File: src/design/gga_pkg.sv
// Shared constants, types and helper functions for the GGA field extractor.
// Depends on nothing; the design files but gga_ifs use it by scoped name.
package gga_pkg;

	localparam int LINE_CAP  = 128;
	localparam int TEXT_CAP  = 15;
	localparam int NSLOT     = 4;
	localparam int LEN_W     = $clog2(LINE_CAP);
	localparam int TLEN_W    = $clog2(TEXT_CAP + 1);
	localparam int MEM_DEPTH = NSLOT * TEXT_CAP;
	localparam int ADDR_W    = $clog2(MEM_DEPTH);
	localparam int FNUM_W    = 5;
	localparam logic [FNUM_W-1:0] FIELD_SAT = 5'd31;

	localparam logic [7:0] CH_NUL   = 8'h00;
	localparam logic [7:0] CH_TAB   = 8'h09;
	localparam logic [7:0] CH_LF    = 8'h0A;
	localparam logic [7:0] CH_CR    = 8'h0D;
	localparam logic [7:0] CH_SPACE = 8'h20;
	localparam logic [7:0] CH_PLUS  = 8'h2B;
	localparam logic [7:0] CH_COMMA = 8'h2C;
	localparam logic [7:0] CH_MINUS = 8'h2D;
	localparam logic [7:0] CH_ZERO  = 8'h30;
	localparam logic [7:0] CH_NINE  = 8'h39;
	localparam logic [7:0] NUM_MAX  = 8'hFF;

	// "$GPGGA"
	localparam logic [7:0] GGA_PREFIX [6] = '{8'h24, 8'h47, 8'h50, 8'h47, 8'h47, 8'h41};
	localparam int PREFIX_LEN = 6;

	// Field numbers (comma counts) that carry data
	localparam logic [FNUM_W-1:0] FN_TIME = 5'd1;
	localparam logic [FNUM_W-1:0] FN_LAT  = 5'd2;
	localparam logic [FNUM_W-1:0] FN_LATD = 5'd3;
	localparam logic [FNUM_W-1:0] FN_LON  = 5'd4;
	localparam logic [FNUM_W-1:0] FN_LOND = 5'd5;
	localparam logic [FNUM_W-1:0] FN_FIX  = 5'd6;
	localparam logic [FNUM_W-1:0] FN_SATS = 5'd7;
	localparam logic [FNUM_W-1:0] FN_ALT  = 5'd9;

	typedef enum logic [2:0] {
		FC_TIME = 3'd0,
		FC_LAT  = 3'd1,
		FC_LATD = 3'd2,
		FC_LON  = 3'd3,
		FC_LOND = 3'd4,
		FC_FIX  = 3'd5,
		FC_SATS = 3'd6,
		FC_ALT  = 3'd7
	} field_code_t;

	typedef enum logic [1:0] {
		NP_LEAD   = 2'd0,
		NP_DIGITS = 2'd1,
		NP_NEG    = 2'd2,
		NP_DONE   = 2'd3
	} num_phase_t;

	typedef enum logic {
		FS_IDLE,
		FS_PROC
	} front_state_t;

	typedef enum logic {
		BS_IDLE,
		BS_RUN
	} back_state_t;

	typedef struct packed {
		num_phase_t phase;
		logic [7:0] val;
	} num_st_t;

	// Write into the text memory
	typedef struct packed {
		logic              we;
		logic [ADDR_W-1:0] addr;
		logic [7:0]        data;
	} text_wr_t;

	// Snapshot of a matched line handed to the back end
	typedef struct packed {
		logic                           start;
		logic [NSLOT-1:0][TLEN_W-1:0]   lens;
		logic [1:0][7:0]                dirs;
		logic [1:0][7:0]                nums;
	} job_t;

	typedef struct packed {
		field_code_t code;
		logic [7:0]  value;
		logic        last;
	} item_t;

	// One step of the decimal parse
	function automatic num_st_t num_step(num_st_t st, logic [7:0] c);
		num_st_t    r;
		logic       dig;
		logic [11:0] v;
		r   = st;
		dig = (c >= CH_ZERO) && (c <= CH_NINE);
		v   = 12'(st.val) * 12'd10 + 12'(c - CH_ZERO);
		unique case (st.phase)
			NP_LEAD: begin
				if (c == CH_SPACE || (c >= CH_TAB && c <= CH_CR)) begin
					r = st;
				end else if (c == CH_PLUS) begin
					r.phase = NP_DIGITS;
				end else if (c == CH_MINUS) begin
					r.phase = NP_NEG;
				end else if (dig) begin
					r.val   = c - CH_ZERO;
					r.phase = NP_DIGITS;
				end else begin
					r.phase = NP_DONE;
				end
			end
			NP_DIGITS: begin
				if (!dig) begin
					r.phase = NP_DONE;
				end else begin
					r.val = (v > 12'(NUM_MAX)) ? NUM_MAX : v[7:0];
				end
			end
			default: r = st;
		endcase
		return r;
	endfunction

	function automatic logic [ADDR_W-1:0] text_addr(logic [1:0] slot, logic [TLEN_W-1:0] idx);
		logic [ADDR_W+2:0] a;
		a = (ADDR_W+3)'(slot) * (ADDR_W+3)'(TEXT_CAP) + (ADDR_W+3)'(idx);
		return a[ADDR_W-1:0];
	endfunction

endpackage

File: src/design/gga_ifs.sv
// Valid/ready channel interfaces: received bytes in, result items out.
// Depends on nothing.
interface gga_byte_if;
	logic       valid;
	logic       ready;
	logic [7:0] rx_byte;
	modport source (output valid, output rx_byte, input ready);
	modport sink   (input valid, input rx_byte, output ready);
endinterface

interface gga_item_if;
	logic       valid;
	logic       ready;
	logic [2:0] field_code;
	logic [7:0] value;
	logic       last;
	modport source (output valid, output field_code, output value, output last, input ready);
	modport sink   (input valid, input field_code, input value, input last, output ready);
endinterface

File: src/design/gga_front.sv
// Front end: takes bytes, tracks the line and splits GGA content on commas.
// Depends on gga_pkg and gga_byte_if; feeds text writes and jobs to gga_back.
module gga_front (
	input  logic              clk,
	input  logic              arst_n,
	gga_byte_if.sink          in_ch,
	input  logic              back_busy,
	output gga_pkg::text_wr_t text_wr,
	output gga_pkg::job_t     job
);

	gga_pkg::front_state_t state_q, state_d;
	logic [7:0]                  byte_q;
	logic [gga_pkg::LEN_W-1:0]   len_q, len_d;
	logic [gga_pkg::FNUM_W-1:0]  fnum_q, fnum_d;
	logic                        prefix_q, prefix_d;
	logic                        zero_q, zero_d;
	logic                        pend_q, pend_d;
	logic [gga_pkg::NSLOT-1:0][gga_pkg::TLEN_W-1:0] tlen_q, tlen_d;
	logic [1:0][7:0]             dir_q, dir_d;
	gga_pkg::num_st_t            num_q [2];
	gga_pkg::num_st_t            num_d [2];

	logic                        accept;
	logic                        do_c;
	logic [7:0]                  cc;
	logic [gga_pkg::LEN_W-1:0]   pos;
	logic [gga_pkg::LEN_W-1:0]   len_adj;
	logic                        clear;
	logic                        ok;
	logic                        tadd;
	logic [1:0]                  tslot;
	logic                        nadd;
	logic                        nslot;

	assign in_ch.ready = (state_q == gga_pkg::FS_IDLE) && !back_busy;
	assign accept      = in_ch.valid && in_ch.ready;

	// Next state
	always_comb begin
		state_d = state_q;
		unique case (state_q)
			gga_pkg::FS_IDLE: if (accept) state_d = gga_pkg::FS_PROC;
			gga_pkg::FS_PROC: begin
				if (byte_q == gga_pkg::CH_LF || !pend_q) state_d = gga_pkg::FS_IDLE;
			end
			default: state_d = gga_pkg::FS_IDLE;
		endcase
	end

	// Line control: newline, pending carriage return, length limit
	always_comb begin
		len_d   = len_q;
		pend_d  = pend_q;
		clear   = 1'b0;
		do_c    = 1'b0;
		cc      = byte_q;
		pos     = len_q;
		len_adj = len_q;
		job       = '0;
		job.lens  = tlen_q;
		job.dirs  = dir_q;
		job.nums  = {num_q[1].val, num_q[0].val};
		if (state_q == gga_pkg::FS_PROC) begin
			if (byte_q == gga_pkg::CH_LF) begin
				if (pend_q && len_q != '0) len_adj = len_q - gga_pkg::LEN_W'(1);
				job.start = prefix_q &&
					(zero_q || len_adj >= gga_pkg::LEN_W'(gga_pkg::PREFIX_LEN));
				clear = 1'b1;
			end else if (pend_q) begin
				// deferred carriage return becomes content
				pend_d = 1'b0;
				do_c   = 1'b1;
				cc     = gga_pkg::CH_CR;
				pos    = len_q - gga_pkg::LEN_W'(1);
			end else if (len_q < gga_pkg::LEN_W'(gga_pkg::LINE_CAP - 1)) begin
				len_d = len_q + gga_pkg::LEN_W'(1);
				if (byte_q == gga_pkg::CH_CR) pend_d = 1'b1;
				else do_c = 1'b1;
			end else begin
				clear = 1'b1;
			end
		end
	end

	// Content handling
	always_comb begin
		zero_d   = zero_q;
		prefix_d = prefix_q;
		fnum_d   = fnum_q;
		tlen_d   = tlen_q;
		dir_d    = dir_q;
		num_d    = num_q;
		ok       = 1'b0;
		tadd     = 1'b0;
		tslot    = 2'd0;
		nadd     = 1'b0;
		nslot    = 1'b0;
		text_wr  = '0;
		if (do_c && !zero_q) begin
			if (cc == gga_pkg::CH_NUL) begin
				zero_d = 1'b1;
				if (pos < gga_pkg::LEN_W'(gga_pkg::PREFIX_LEN)) prefix_d = 1'b0;
			end else begin
				if (pos < gga_pkg::LEN_W'(gga_pkg::PREFIX_LEN)) begin
					ok       = (cc == gga_pkg::GGA_PREFIX[pos[2:0]]);
					prefix_d = (pos == '0) ? ok : (prefix_q && ok);
				end
				if (cc == gga_pkg::CH_COMMA) begin
					if (fnum_q < gga_pkg::FIELD_SAT) fnum_d = fnum_q + gga_pkg::FNUM_W'(1);
				end else begin
					unique case (fnum_q)
						gga_pkg::FN_TIME: begin tadd = 1'b1; tslot = 2'd0; end
						gga_pkg::FN_LAT:  begin tadd = 1'b1; tslot = 2'd1; end
						gga_pkg::FN_LATD: if (dir_q[0] == 8'd0) dir_d[0] = cc;
						gga_pkg::FN_LON:  begin tadd = 1'b1; tslot = 2'd2; end
						gga_pkg::FN_LOND: if (dir_q[1] == 8'd0) dir_d[1] = cc;
						gga_pkg::FN_FIX:  begin nadd = 1'b1; nslot = 1'b0; end
						gga_pkg::FN_SATS: begin nadd = 1'b1; nslot = 1'b1; end
						gga_pkg::FN_ALT:  begin tadd = 1'b1; tslot = 2'd3; end
						default: ;
					endcase
				end
			end
		end
		if (tadd && tlen_q[tslot] < gga_pkg::TLEN_W'(gga_pkg::TEXT_CAP)) begin
			text_wr.we    = 1'b1;
			text_wr.addr  = gga_pkg::text_addr(tslot, tlen_q[tslot]);
			text_wr.data  = cc;
			tlen_d[tslot] = tlen_q[tslot] + gga_pkg::TLEN_W'(1);
		end
		if (nadd) num_d[nslot] = gga_pkg::num_step(num_q[nslot], cc);
	end

	// Registers
	always_ff @(posedge clk or negedge arst_n) begin
		if (!arst_n) begin
			state_q  <= gga_pkg::FS_IDLE;
			len_q    <= '0;
			fnum_q   <= '0;
			prefix_q <= 1'b0;
			zero_q   <= 1'b0;
			pend_q   <= 1'b0;
			tlen_q   <= '0;
			dir_q    <= '0;
			num_q[0] <= '{phase: gga_pkg::NP_LEAD, val: 8'd0};
			num_q[1] <= '{phase: gga_pkg::NP_LEAD, val: 8'd0};
		end else begin
			state_q <= state_d;
			if (clear) begin
				len_q    <= '0;
				fnum_q   <= '0;
				prefix_q <= 1'b0;
				zero_q   <= 1'b0;
				pend_q   <= 1'b0;
				tlen_q   <= '0;
				dir_q    <= '0;
				num_q[0] <= '{phase: gga_pkg::NP_LEAD, val: 8'd0};
				num_q[1] <= '{phase: gga_pkg::NP_LEAD, val: 8'd0};
			end else begin
				len_q    <= len_d;
				fnum_q   <= fnum_d;
				prefix_q <= prefix_d;
				zero_q   <= zero_d;
				pend_q   <= pend_d;
				tlen_q   <= tlen_d;
				dir_q    <= dir_d;
				num_q    <= num_d;
			end
		end
	end

	always_ff @(posedge clk) begin
		if (accept) byte_q <= in_ch.rx_byte;
	end

endmodule

File: src/design/gga_back.sv
// Back end: holds the text memory and walks a matched line's fields:
// one item per cycle while the queue has room. Depends on gga_pkg.
module gga_back (
	input  logic              clk,
	input  logic              arst_n,
	input  gga_pkg::text_wr_t text_wr,
	input  gga_pkg::job_t     job,
	output logic              busy,
	output logic              push_valid,
	output gga_pkg::item_t    push_item,
	input  logic              push_ready
);

	logic [7:0] mem [gga_pkg::MEM_DEPTH];
	logic [7:0] rdata_q;

	gga_pkg::back_state_t state_q, state_d;
	gga_pkg::job_t        job_q;
	gga_pkg::field_code_t seg_q, seg_d;
	logic [gga_pkg::TLEN_W-1:0] idx_q, idx_d;

	logic                 valid_s1;
	gga_pkg::field_code_t code_s1;
	logic [7:0]           imm_s1;
	logic                 text_s1;
	logic                 last_s1;

	logic                 is_text;
	logic [1:0]           slot;
	logic [gga_pkg::TLEN_W-1:0] tl;
	logic                 empty_text;
	logic                 can_issue;
	logic                 issue;
	logic                 is_last;
	logic [7:0]           imm;

	// Segment decode
	always_comb begin
		is_text = 1'b0;
		slot    = 2'd0;
		imm     = 8'd0;
		unique case (seg_q)
			gga_pkg::FC_TIME: begin is_text = 1'b1; slot = 2'd0; end
			gga_pkg::FC_LAT:  begin is_text = 1'b1; slot = 2'd1; end
			gga_pkg::FC_LATD: imm = job_q.dirs[0];
			gga_pkg::FC_LON:  begin is_text = 1'b1; slot = 2'd2; end
			gga_pkg::FC_LOND: imm = job_q.dirs[1];
			gga_pkg::FC_FIX:  imm = job_q.nums[0];
			gga_pkg::FC_SATS: imm = job_q.nums[1];
			gga_pkg::FC_ALT:  begin is_text = 1'b1; slot = 2'd3; end
			default: ;
		endcase
		tl         = job_q.lens[slot];
		empty_text = is_text && (idx_q >= tl);
		can_issue  = !valid_s1 || push_ready;
		issue      = (state_q == gga_pkg::BS_RUN) && !empty_text && can_issue;
		is_last    = (seg_q == gga_pkg::FC_ALT && idx_q == tl - gga_pkg::TLEN_W'(1)) ||
			(seg_q == gga_pkg::FC_SATS && job_q.lens[3] == '0);
	end

	// Next state
	always_comb begin
		state_d = state_q;
		unique case (state_q)
			gga_pkg::BS_IDLE: if (job.start) state_d = gga_pkg::BS_RUN;
			gga_pkg::BS_RUN: begin
				if ((empty_text && seg_q == gga_pkg::FC_ALT) || (issue && is_last))
					state_d = gga_pkg::BS_IDLE;
			end
			default: state_d = gga_pkg::BS_IDLE;
		endcase
	end

	// Sequencer position
	always_comb begin
		seg_d = seg_q;
		idx_d = idx_q;
		if (state_q == gga_pkg::BS_IDLE) begin
			seg_d = gga_pkg::FC_TIME;
			idx_d = '0;
		end else if (empty_text || issue) begin
			if (issue && is_text && (idx_q + gga_pkg::TLEN_W'(1)) < tl) begin
				idx_d = idx_q + gga_pkg::TLEN_W'(1);
			end else begin
				seg_d = gga_pkg::field_code_t'(seg_q + 3'd1);
				idx_d = '0;
			end
		end
	end

	assign busy       = (state_q == gga_pkg::BS_RUN) || valid_s1;
	assign push_valid = valid_s1;
	assign push_item  = '{code: code_s1, value: text_s1 ? rdata_q : imm_s1, last: last_s1};

	always_ff @(posedge clk or negedge arst_n) begin
		if (!arst_n) begin
			state_q  <= gga_pkg::BS_IDLE;
			seg_q    <= gga_pkg::FC_TIME;
			idx_q    <= '0;
			valid_s1 <= 1'b0;
		end else begin
			state_q <= state_d;
			seg_q   <= seg_d;
			idx_q   <= idx_d;
			if (issue) valid_s1 <= 1'b1;
			else if (push_ready) valid_s1 <= 1'b0;
		end
	end

	// Job snapshot and item stage payload
	always_ff @(posedge clk) begin
		if (state_q == gga_pkg::BS_IDLE && job.start) job_q <= job;
		if (issue) begin
			code_s1 <= seg_q;
			imm_s1  <= imm;
			text_s1 <= is_text;
			last_s1 <= is_last;
		end
	end

	// Text memory: one write, one registered read
	always_ff @(posedge clk) begin
		if (text_wr.we) mem[text_wr.addr] <= text_wr.data;
		if (issue && is_text) rdata_q <= mem[gga_pkg::text_addr(slot, idx_q)];
	end

	// A job only arrives while the back end is free
	a_job_when_idle: assert property (@(posedge clk) disable iff (!arst_n)
		job.start |-> !busy) else $error("job started while back end busy");

	// The front end never writes text while a run reads it
	a_no_write_busy: assert property (@(posedge clk) disable iff (!arst_n)
		busy |-> !text_wr.we) else $error("text write during run");

	// A stalled item keeps its read data
	a_rdata_hold: assert property (@(posedge clk) disable iff (!arst_n)
		(valid_s1 && !push_ready) |=> $stable(rdata_q)) else $error("read data lost");

	// The final item of a run ends the sequencer
	a_last_ends: assert property (@(posedge clk) disable iff (!arst_n)
		(issue && is_last) |=> (state_q == gga_pkg::BS_IDLE)) else $error("run kept going");

endmodule

File: src/design/gga_ofifo.sv
// Two-entry result queue between the back end and the output channel.
// Depends on gga_pkg and gga_item_if.
module gga_ofifo (
	input  logic           clk,
	input  logic           arst_n,
	input  logic           push_valid,
	input  gga_pkg::item_t push_item,
	output logic           push_ready,
	gga_item_if.source     out_ch
);

	gga_pkg::item_t ent_q [2];
	logic           wr_q;
	logic           rd_q;
	logic [1:0]     cnt_q;
	logic           push;
	logic           pop;

	assign push_ready = (cnt_q != 2'd2);
	assign push       = push_valid && push_ready;
	assign pop        = out_ch.valid && out_ch.ready;

	assign out_ch.valid      = (cnt_q != 2'd0);
	assign out_ch.field_code = ent_q[rd_q].code;
	assign out_ch.value      = ent_q[rd_q].value;
	assign out_ch.last       = ent_q[rd_q].last;

	always_ff @(posedge clk or negedge arst_n) begin
		if (!arst_n) begin
			wr_q  <= 1'b0;
			rd_q  <= 1'b0;
			cnt_q <= 2'd0;
		end else begin
			if (push) wr_q <= !wr_q;
			if (pop)  rd_q <= !rd_q;
			unique case ({push, pop})
				2'b10:   cnt_q <= cnt_q + 2'd1;
				2'b01:   cnt_q <= cnt_q - 2'd1;
				default: cnt_q <= cnt_q;
			endcase
		end
	end

	always_ff @(posedge clk) begin
		if (push) ent_q[wr_q] <= push_item;
	end

endmodule

File: src/design/gga_sentence_field_extractor.sv
// GGA sentence field extractor: top level.
// Depends on gga_pkg, gga_ifs, gga_front, gga_back and gga_ofifo.
//
// Usage: bytes of a serial sentence stream enter on in_ch (rx_byte), one per
// transfer. Lines end at a newline; a line whose content opens with $GPGGA
// produces, on its newline, a run of result items on out_ch: time, latitude,
// latitude direction, longitude, longitude direction, fix, satellites and
// altitude, text one character per item, last marking the run's final item.
// Other lines give nothing.
// Byte flow: the front end accepts a byte while idle and works on it in its
// proc state before it takes the next, with a second proc pass when a held
// carriage return is folded back in as content. The newline is registered in
// the front end, which starts the job; the back end then issues one item per
// cycle while the output queue has room, from text memory and job snapshot,
// passing over each empty text field in a step of its own; in_ch holds ready
// low until the run has left the back end into the two-entry output queue.
// Reset: all line state clears at once; the text memory needs no clearing.
// Receiver stall: items wait in the output queue, then the back end pauses;
// no item is lost or repeated.
module gga_sentence_field_extractor (
	input  logic       clk,
	input  logic       arst_n,
	gga_byte_if.sink   in_ch,
	gga_item_if.source out_ch
);

	gga_pkg::text_wr_t text_wr;
	gga_pkg::job_t     job;
	logic              back_busy;
	logic              push_valid;
	logic              push_ready;
	gga_pkg::item_t    push_item;

	gga_front u_front (
		.clk       (clk),
		.arst_n    (arst_n),
		.in_ch     (in_ch),
		.back_busy (back_busy),
		.text_wr   (text_wr),
		.job       (job)
	);

	gga_back u_back (
		.clk        (clk),
		.arst_n     (arst_n),
		.text_wr    (text_wr),
		.job        (job),
		.busy       (back_busy),
		.push_valid (push_valid),
		.push_item  (push_item),
		.push_ready (push_ready)
	);

	gga_ofifo u_ofifo (
		.clk        (clk),
		.arst_n     (arst_n),
		.push_valid (push_valid),
		.push_item  (push_item),
		.push_ready (push_ready),
		.out_ch     (out_ch)
	);

endmodule
File: src/flat_wrapper.sv
// flat-port wrapper written by rule: the top's interface ports become plain ports
module gga_sentence_field_extractor_flat 
  (clk, arst_n, in_ch_valid, in_ch_rx_byte, in_ch_ready, out_ch_valid, out_ch_field_code, out_ch_value, out_ch_last, out_ch_ready);
  gga_byte_if in_ch_i ();
  gga_item_if out_ch_i ();
  input  logic clk;
  input  logic arst_n;
  input wire logic [$bits(in_ch_i.valid)-1:0] in_ch_valid;
  input wire logic [$bits(in_ch_i.rx_byte)-1:0] in_ch_rx_byte;
  output wire logic [$bits(in_ch_i.ready)-1:0] in_ch_ready;
  output wire logic [$bits(out_ch_i.valid)-1:0] out_ch_valid;
  output wire logic [$bits(out_ch_i.field_code)-1:0] out_ch_field_code;
  output wire logic [$bits(out_ch_i.value)-1:0] out_ch_value;
  output wire logic [$bits(out_ch_i.last)-1:0] out_ch_last;
  input wire logic [$bits(out_ch_i.ready)-1:0] out_ch_ready;
  assign in_ch_i.valid = in_ch_valid;
  assign in_ch_i.rx_byte = in_ch_rx_byte;
  assign in_ch_ready = in_ch_i.ready;
  assign out_ch_valid = out_ch_i.valid;
  assign out_ch_field_code = out_ch_i.field_code;
  assign out_ch_value = out_ch_i.value;
  assign out_ch_last = out_ch_i.last;
  assign out_ch_i.ready = out_ch_ready;
  gga_sentence_field_extractor u_core (.clk(clk), .arst_n(arst_n), .in_ch(in_ch_i), .out_ch(out_ch_i));
endmodule
File: config.mk
export PLATFORM = sky130hd
export DESIGN_NAME = gga_sentence_field_extractor_flat
export DESIGN_NICKNAME = d
export VERILOG_FILES = /design/src/design/gga_pkg.sv /design/src/design/gga_ifs.sv /design/src/design/gga_front.sv /design/src/design/gga_back.sv /design/src/design/gga_ofifo.sv /design/src/design/gga_sentence_field_extractor.sv /design/src/flat_wrapper.sv
export SDC_FILE = /design/constraint.sdc
export NUM_CORES = 1
export LEC_CHECK = 0
export BUFFER_PORTS_ARGS = -buffer_cell sky130_fd_sc_hd__buf_2
export CAP_MARGIN = 20
export CORE_MARGIN = 8
export CORE_UTILIZATION = 55
export CTS_CLUSTER_SIZE = 24
export DETAILED_ROUTE_END_ITERATION = 16
export PLACE_DENSITY = 0.71
export SLEW_MARGIN = 10
export SYNTH_ARGS = -nofsm -noshare
export SYNTH_HDL_FRONTEND = slang
export SYNTH_HIERARCHICAL = 1
export SYNTH_SLANG_ARGS = --single-unit
File: constraint.sdc
create_clock -name clk -period 8.4 [get_ports clk]
set_input_delay 1.68 -clock clk [delete_from_list [all_inputs] [get_ports clk]]
set_output_delay 1.68 -clock clk [all_outputs]
set_load 0.01 [all_outputs]
==> results list <==
* Result of the run: finished clean
* Standby leakage power: 12.57 nW
* Routed length on met2: 32310 um
- The worst path meets setup with 1306 ps of slack.
- After floorplanning, the core was divided into 84 placement rows.
- In this run, the number of DRC markers left after iteration 0 of detailed routing was 1513.
- The number of gates resized after CTS was 0.
* CTS tree: built
- For the final database, setup skew stands at 23.05 ps.
- Arrival @ worst endpoint: 7570 ps
- 26 I/O pins were placed.
- Kind of end point of the critical path: register
- The number of global-route vias before repair came to 16.32k.
* Overall via count from detail_route: 16.30k
- Endpoint required time on the critical path: 8870 ps
- Wire length of the first global-routing pass: 98820 um
- After clock tree synthesis, the clock-pin slew on the worst setup and hold paths is 60 ps.
- Slew HR: 30.56%
* Number of buffers created by CTS: 69
- Prior to clock tree synthesis, the placed netlist has a worst setup slack of 1468 ps.
* P_sw: 3.501 mW
* Final Slew Violations: 0
- CTS placed an instance of clkbuf_16 at the clock tree root.
- The worst register-to-register path ends at u_core/u_front/job[13]$_DFFE_PN0P_.
- The die covers 61090 um^2.
- The post-route netlist has 18.95% of its cells at a drive strength greater than 1.
- Most frequent cells after synthesis: edfxtp_1, nor2_1, mux4_2, nand2_1, dfrtp_1
* Ant diodes: 0
- Final critical-path share of the clock period: 84.46%
- The clock passes through at most 3 buffers.
- Routed vias/inst: 6.286
- Total internal power: 6.867 mW
- Y dimension of the die: 247.2 um
* Setup TNS Final: 0 ps
- Number of flip-flops and latches in the synthesized netlist: 662
- Startpoint type of the worst setup path: register
* Worst Hold Slack: 448.2 ps
- Overall fraction of global-route tracks in use: 21.28%
- Number of flops mapped to enable cells by yosys: 581
- Area growth, synth to finish: 9.813%
- Setup violations remaining at the end of the flow were counted as 0.
- In this run the power density over the cells is 321.3 nW/um^2.
- DR DRC count: 0
- Summed over all layers, the global routing overflow is 0.
* Yosys warns: 6
- The number of antenna violations at the first check in global routing came to 0.
- Sequential cells account for 37.7% of the total power.
* Sequential element share of the synthesized area: 66.26%
- Final hold violations: 0
- Hold buffer count at cts: 0
- The share of total power dissipated in combinational logic is 34.5%.
- Origin of the worst setup path: u_core/u_front/state_q$_DFF_PN0_
* Worst hold path type: reg2reg
- Die extent in x: 247.2 um
* Syn nets: 1920
- Setup repair after global routing left no endpoint under its margin.
- The worst path needs 7094 ps of the cycle, external delays included.
- Post-synthesis area per instance: 15.98 um^2
- Placed Area: 30110 um^2
- For this block, the routed nets add up to 64500 um of wire.
- Port buffering added 25 buffers.
- Final total power: 10.37 mW
- The core region is 52660 um^2.
* Launch point of the worst reg-to-reg path: u_core/u_front/state_q$_DFF_PN0_
- Across the run, the number of max-cap violations was 0.
- Antenna Violating Nets Remaining: 0
- Synthesis instantiated 103 different standard cells from the library.
* # H-tree levels: 3
* Final Wtd Congestion: 0.8604
- In the final design database the tool counted 1935 nets.
- Largest fanout of any net on the critical path: 20
- The worst setup path is of the reg2reg kind.
* Cell area after technology mapping: 29390 um^2
- Number of cells on the worst reg-to-reg path: 27
- With fillers left out, the area of the finished cells amounts to 32270 um^2.
- Peak supply drop: 0.3855 mV
* Slew of the pin with the lowest slew margin: 1038 ps
* Capture point of the critical path: u_core/u_front/job[13]$_DFFE_PN0P_
- The initial utilization of the core area, before any placement, comes to 55.82%.
- Clock insertion delay at the later pin of the skew report: 600 ps
* Library cell with the largest summed area after synthesis: edfxtp_1
- Static timing analysis puts the maximum clock frequency at 0.1410 GHz.
- Setup slack on the worst reg-to-reg path comes out at 1310 ps.
- The first detailed-routing pass took 7 iterations.
- Sw Share: 33.77%
- By instance count, the leading cell after synthesis is edfxtp_1.
- HPWL Detailed: 41290 um
- The number of setup buffers added after CTS is 0.
- Pin count of the biggest net entering global routing: 76
* Clock share of power: 27.9%
- Leading post-synthesis cells by cell area: edfxtp_1, mux4_2, dfrtp_1, ha_1, nor2_1
- Yosys top cell area share: 59.36%
- Uppermost metal layer occupied by signal nets: met4
- Among all flip-flop cells after synthesis, the most frequent one is edfxtp_1.
- Met1 Routed Length: 26210 um
* Post-synthesis instance total: 1839
- In the final routed layout, each cell accounts on average for 24.87 um.
- The clock net in this run drives a total of 662 sinks.
* Met3 layer wire length in the routed design: 4135 um
- Proportion of synthesized flip-flops having asynchronous set or reset: 12.24%
-- final cells by class --
cell class	instances	area (um^2)
multi-input cells	1021	9223
inverters	47	183.9
flip-flops and latches	662	19470
clock buffers	80	1778
fillers	3759	20380
well taps	688	860.8
repair buffers	53	405.4
clock inverters	42	350.3
-- power by group through the flow --
stage | sequential [mW] | clock (mW) | combinational (mW)
2_1_floorplan | 3.90 | 0 | 2.71
3_3_place_gp | 3.97 | 0 | 3.57
3_5_place_dp | 3.98 | 0 | 3.62
4_1_cts | 3.91 | 2.94 | 3.62
5_1_grt | 3.93 | 3.08 | 3.80
6_report | 3.91 | 2.89 | 3.57
-- cells in the final DEF (no fill, tap or decap), types with 9 or more instances in the layout --
cell type and instances:
clkbuf_1 10, o21ai_0 32, nand3_1 39, nor2_1 147
mux4_2 130, a211oi_1 17, buf_4 23, a31oi_1 24
and3_1 13, edfxtp_1 581, clkbuf_16 69, dfrtp_1 81
inv_1 45, nand2_1 110, mux2_2 21, buf_2 25
xor2_1 13, nor3_1 22, a22o_1 16, clkinv_1 17
a21oi_1 48, fa_1 9, ha_1 57, and2_1 16
nand2b_1 14, nor2b_1 16, mux2i_1 46, clkinv_2 11
xnor2_1 21, a21o_1 18
-- worst min path at each step --
stage / start / cells past startpoint / endpoint / slack (ps)
after floorplan: u_core/u_back/code_s1[1]$_DFFE_PP_ / 0 / u_core/u_ofifo/ent_q[0][10]$_DFFE_PP_ / 420
after global placement: u_core/u_back/code_s1[0]$_DFFE_PP_ / 0 / u_core/u_ofifo/ent_q[0][9]$_DFFE_PP_ / 430
after detailed placement: u_core/u_back/code_s1[1]$_DFFE_PP_ / 0 / u_core/u_ofifo/ent_q[1][10]$_DFFE_PP_ / 430
after CTS: u_core/u_back/code_s1[1]$_DFFE_PP_ / 0 / u_core/u_ofifo/ent_q[1][10]$_DFFE_PP_ / 450
after global routing: u_core/u_back/code_s1[1]$_DFFE_PP_ / 0 / u_core/u_ofifo/ent_q[1][10]$_DFFE_PP_ / 470
final: u_core/u_back/code_s1[1]$_DFFE_PP_ / 0 / u_core/u_ofifo/ent_q[1][10]$_DFFE_PP_ / 450
-- worst max-delay path, cell delays in order (launching register included) --
cell,delay [ps]
dfrtp_1,670
nand2_1,540
nand2_1,340
inv_1,120
ha_1,270
and4_1,250
nor3_2,130
buf_4,260
mux2i_1,260
inv_1,90
ha_1,280
ha_1,150
inv_1,60
fa_1,450
nor2b_1,120
o21ai_0,80
nand2b_1,110
xor2_1,160
ha_1,300
nand3_1,120
nor4_1,50
or3_1,450
a21o_1,210
a21oi_1,160
xnor3_1,230
a2111o_1,570
o221a_1,320
a22o_1,180
-- state kept, by name, indices dropped and copies added, names as in the netlist, 2 cells and up --
register               flops
u_core/u_front/num_q       4
u_core/u_back/imm_s1       8
u_core/u_back/rdata_q      8
u_core/u_ofifo/cnt_q       2
u_core/u_back/code_s1      3
u_core/u_back/seg_q        3
u_core/u_back/idx_q        4
u_core/u_back/mem        480
u_core/u_back/job_q       48
u_core/u_front/byte_q      8
u_core/u_ofifo/ent_q      24
u_core/u_front/len_q       7
u_core/u_front/job        48
u_core/u_front/fnum_q      5
-- logic make-up after synthesis --
group           after synthesis  share of synthesized area, %
simple gates                455                         7.612
compound gates              260                         6.530
mux                         198                         12.41
xor+xnor                     38                         1.179
buf+inv                     156                         2.784
fa+ha+maj                    70                         3.227
flops                       662                         66.26
-- per-stage QoR --
| stage | utilization (%) | cells |
|---|---|---|
| global placement | 57.11 | 2467 |
| global route | 61.29 | 2593 |
| finish | 61.29 | 2593 |
| detailed placement | 57.18 | 2469 |
| floorplan | - | 1839 |
| CTS | 61.22 | 2591 |
-- layer usage --
layer,vias to the layer above,global-route usage [%]
met5,-,0
met4,0,6.720
met3,116,3.464
met2,646,35.45
met1,8313,28.64
li1,7225,-
No activity file was read; power rests on OpenSTA's default activity.
